[config.mk]
export PLATFORM = sky130hd
export DESIGN_NAME = chs_ctrl
export DESIGN_NICKNAME = d
export VERILOG_FILES = /design/src/rtl/chs_pkg.sv /design/src/rtl/chs_ctrl.sv
export SDC_FILE = /design/constraint.sdc
export NUM_CORES = 1
export LEC_CHECK = 0
export CAP_MARGIN = 20
export CORE_AREA = 10 10 47 49
export CTS_BUF_LIST = sky130_fd_sc_hd__clkbuf_4 sky130_fd_sc_hd__clkbuf_8 sky130_fd_sc_hd__clkbuf_16
export DETAILED_ROUTE_END_ITERATION = 8
export DIE_AREA = 0 0 57 59
export DONT_BUFFER_PORTS = 1
export RECOVER_POWER = 25
export SYNTH_ARGS = -nofsm -noshare
export SYNTH_HDL_FRONTEND = slang
export SYNTH_SLANG_ARGS = --single-unit
[constraint.sdc]
create_clock -name clk -period 2.6 [get_ports clk]
set_clock_uncertainty 0.2 [all_clocks]
set_input_delay 0.39 -clock clk [delete_from_list [all_inputs] [get_ports clk]]
set_output_delay 0.39 -clock clk [all_outputs]
set_load 0.01 [all_outputs]
[src/rtl/chs_pkg.sv]
`timescale 1ns / 1ps
package chs_pkg;
	localparam int BUCKETS    = 64;
	localparam int POOL_NODES = 256;
	localparam int KEY_BITS   = 32;
	localparam int BKT_W  = $clog2(BUCKETS);
	localparam int NODE_W = $clog2(POOL_NODES);
	localparam int PTR_W  = NODE_W + 1;
	localparam logic [PTR_W-1:0] NIL = PTR_W'(POOL_NODES);

	localparam logic [1:0] REQ_SEARCH = 2'd0;
	localparam logic [1:0] REQ_INSERT = 2'd1;
	localparam logic [1:0] REQ_REMOVE = 2'd2;

	localparam logic [1:0] ST_OK     = 2'd0;
	localparam logic [1:0] ST_ABSENT = 2'd1;
	localparam logic [1:0] ST_FULL   = 2'd2;

	// controller -> datapath
	typedef struct packed {
		logic load;       // capture request, start head read
		logic clr_head;   // clearing pass write
		logic head;       // take head read as first chain node
		logic cmp;        // compare node key, follow link on a miss
		logic do_ins;     // write new node, link it at head if chain empty
		logic tail;       // link new node behind old tail
		logic do_rem;     // unlink hit node, push it on freed stack
		logic finish;     // capture result
	} chs_cmd_t;

	// datapath -> controller
	typedef struct packed {
		logic cur_nil;
		logic key_hit;
		logic clr_done;
		logic found;
		logic node_avail;
	} chs_sts_t;
endpackage

[src/rtl/chs_ctrl.sv]
`timescale 1ns / 1ps
module chs_ctrl import chs_pkg::*; (
	input  logic     clk,
	input  logic     arst_n,
	input  logic     in_valid,
	output logic     in_stall,
	output logic     out_valid,
	input  logic     out_stall,
	input  logic [1:0] req_type,
	output chs_cmd_t cmd,
	input  chs_sts_t sts
);
	typedef enum logic [6:0] {
		S_CLEAR = 7'b0000001,
		S_IDLE  = 7'b0000010,
		S_HEAD  = 7'b0000100,
		S_READ  = 7'b0001000,
		S_CMP   = 7'b0010000,
		S_ACT   = 7'b0100000,
		S_FIN   = 7'b1000000
	} state_t;

	state_t    state_q, state_d;
	logic [1:0] req_q;
	logic       ov_q;

	assign in_stall  = state_q != S_IDLE || ov_q;
	assign out_valid = ov_q;

	always_comb begin
		cmd = '0;
		state_d = state_q;
		case (state_q)
			S_CLEAR: begin
				if (sts.clr_done) state_d = S_IDLE;
				else cmd.clr_head = 1'b1;
			end
			S_IDLE: if (in_valid && !ov_q) begin
				cmd.load = 1'b1;
				state_d = S_HEAD;
			end
			S_HEAD: begin
				cmd.head = 1'b1;
				state_d = S_READ;
			end
			S_READ: state_d = sts.cur_nil ? S_ACT : S_CMP;
			S_CMP: begin
				cmd.cmp = 1'b1;
				state_d = sts.key_hit ? S_ACT : S_READ;
			end
			S_ACT: begin
				cmd.finish = 1'b1;
				case (req_q)
					REQ_INSERT: cmd.do_ins = !sts.found && sts.node_avail;
					REQ_REMOVE: cmd.do_rem = sts.found;
					default: ;
				endcase
				state_d = S_FIN;
			end
			S_FIN: begin
				cmd.tail = 1'b1;
				state_d = S_IDLE;
			end
			default: state_d = S_IDLE;
		endcase
	end

	always_ff @(posedge clk or negedge arst_n) begin
		if (!arst_n) begin
			state_q <= S_CLEAR;
			ov_q    <= 1'b0;
		end else begin
			state_q <= state_d;
			if (state_q == S_FIN) ov_q <= 1'b1;
			else if (ov_q && !out_stall) ov_q <= 1'b0;
		end
	end

	always_ff @(posedge clk) begin
		if (cmd.load) req_q <= req_type;
	end
endmodule

==> impl_metrics.csv <==
group,metric,value,unit
status,outcome,"completed",
yosys,yosys.cell_types.count,28,
yosys,synth_area_leaders,"dfrtp_1, edfxtp_1, nor2_1, dfstp_2, nor2b_1",
yosys,synth-async-reset-ratio,0.800,
global_route,grt_max_degree,9,
pwr,ir_worst_vdd,0.314,mV
hold_path,hold_depth,1,
layout,fillerInstances,140,
worst_setup_path,r2r_start,"state_q[4]",
timing,fin_tns_setup,0,ns
global_route,first_global_vias,376,
timing,period_minus_slack,2.28,ns
layout,layout_commonest_cell,"nor2_1",
timing,hold_slack,0.0452,ns
floorplanning,dieArea,0.00336,mm2
worst_setup_path,path_depth,4,
yosys,yosysSeqAreaShare,0.495,
yosys,synthesis.area,528,um2
worst_setup_path,setup.worst_path.start,"state_q[4]",
timing,hold_viol,0,
cts,cts_resized,0,
worst_setup_path,crit_family,"simple AND/OR/NAND/NOR gates",
drt,ant_nets,0,
floorplanning,die_w,57,um
layout,seq_area,262,um2
cts,ctsHoldBuffers,2,
floorplanning,row_count,14,
job,drv_cap,0,
hold_path,hp-class,"in -> reg",
worst_setup_path,cp-end-kind,"primary output",
pwr,p_leak,0.252,nW
timing,rsz0062_at_grt,"no",
yosys,avgSynthCellArea,10.6,um2
layout,num_antenna_cells,0,
layout,area_delta_synth_final,17.1,%
worst_setup_path,cpPeakStageDelay,0.46,ns
place,port_buffers,0,
timing,fin_crit_sh,0.878,
worst_setup_path,worstPathCellList,"nor3_4, nand2_2, nor3b_4, and4b_1",
yosys,ys_ff_latch,10,
drt,drt_iter0_drc,5,
drt,viasPerCell,5.30,
cts,cts_root_buffer,"clkbuf_4",
cts,clkTransAtPathRegs,0.07,ns
timing,setup_violations,0,
layout,fin_nets,70,
worst_setup_path,rrSetupSlack,0.77,ns
worst_setup_path,crit_slowest_cell,"dfrtp_1",
layout,multi_input_comb_area,263,um2
worst_setup_path,crit_path_start_kind,"flip-flop",
timing,tightest_slew,0.408,ns
cts,clock-sinks,10,
worst_setup_path,cp_data_arrival_time,1.69,ns
drt,wl,1.17,mm
worst_setup_path,r2r_end,"req_q[1]",
yosys,yosys.area.top_type,"dfrtp_1",
floorplanning,coreArea,0.00140,mm2
place,gp_congestion,0.652,
cts,cts_max_level,1,
floorplanning,die-height,59,um
pwr,p_total,0.544,mW
global_route,grt.total_usage,0.0658,
timing,slew_violations,0,
floorplanning,initial_utilization,0.377,
timing,fmax,0.438,GHz
layout,final_cell_mix,"nor2_1, dfrtp_1, nor2b_1, clkbuf_4, dlygate4sd3_1",
cts,cts-buffers-inserted,3,
drt,first_pass_iters,4,
yosys,ys_warn_count,0,
place,placedInstanceArea,548,um2
global_route,grt-ovfl-total,0,
cts,clk_path_buf_depth,2,
cts,insertion_delay,0.26,ns
cts,cts_tree,"done",
place,place_hpwl,941,um
worst_setup_path,crit_required,2.01,ns
drt,detail_route.wl_per_cell,15.7,um
global_route,antenna_found_initial,0,
yosys,synth.net_count,61,
worst_setup_path,endpoint,"cmd[1]",
yosys,synth_enable_flop_cells,2,
yosys,synth_cells,50,
worst_setup_path,critPathKind,"reg -> out",
floorplanning,io_pins,21,
worst_setup_path,path_buf_inv,0,
drt,drc_errors,0,
yosys,yosys.area.top_type_share,0.332,
layout,drive_gt1_frac,0.155,
cts,cts_setup_buffers,0,
drt,vias,392,
timing,slew_headroom,0.727,
worst_setup_path,reg2reg_depth,3,
yosys,synthFlopType,"dfrtp_1",
pwr,p_per_area,881,mW/mm2
layout,final_area,618,um2
global_route,grt_pass1_wl,1.70,mm
worst_setup_path,crit_fanout,7,
cell usage after synthesis, types with 2 or more instances:
master and instances:
nand2_1 3, edfxtp_1 2, nor2b_1 4, dfrtp_1 7, nand3_1 2, nor2_1 8
nand2b_1 2, nor3_1 2
layer usage:
layer | wire (um) | GRT usage | up-vias
li1 | - | - | 196
met1 | 536 | 0.0718 | 180
met2 | 557 | 0.0946 | 14
met3 | 60 | 0.0279 | 2
met4 | 10 | 0.0604 | 0
met5 | 0 | 0 | -
cells by family after synthesis:
family,share of synthesized area
simple gates,0.398
flops,0.495
compound gates,0.0995
buf+inv,0.00710
worst min-delay path by stage:
stage / end / slack, ns / start
after floorplan: out_valid / -0.11 / arst_n
after global placement: state_q[3] / -0.11 / arst_n
after detailed placement: out_valid / -0.11 / arst_n
after CTS: req_q[1] / 0.01 / req_type[1]
after global routing: out_valid / 0.03 / out_stall
final: out_valid / 0.05 / out_stall
through the flow:
step	utilization	worst slack, ns	std cells
6_report	0.441	0.317	74
3_5_place_dp	0.391	0.589	66
3_3_place_gp	0.391	0.598	66
4_1_cts	0.427	0.296	72
2_1_floorplan	-	0.691	50
5_1_grt	0.441	0.231	74
flip-flops by register name, indices dropped and copies added (netlist names):
register	flops
state_q	7
req_q	2
out_valid	1
where the power goes:
| part | leakage (nW) | total (mW) | internal [mW] | switching, mW |
|---|---|---|---|---|
| clock network | 0.0184 | 0.119 | 0.0695 | 0.0500 |
| logic | 0.111 | 0.196 | 0.0766 | 0.119 |
| registers | 0.123 | 0.229 | 0.192 | 0.0373 |
| total | 0.252 | 0.544 | 0.338 | 0.206 |
layout make-up:
type                            instances  share of cell area
Multi-Input combinational cell         39               0.425
Sequential cell                        10               0.423
Timing Repair Buffer                    4              0.0648
Clock buffer                            4              0.0486
Tap cell                               16              0.0324
Inverter                                1             0.00607
No activity file was read; power rests on OpenSTA's default activity.
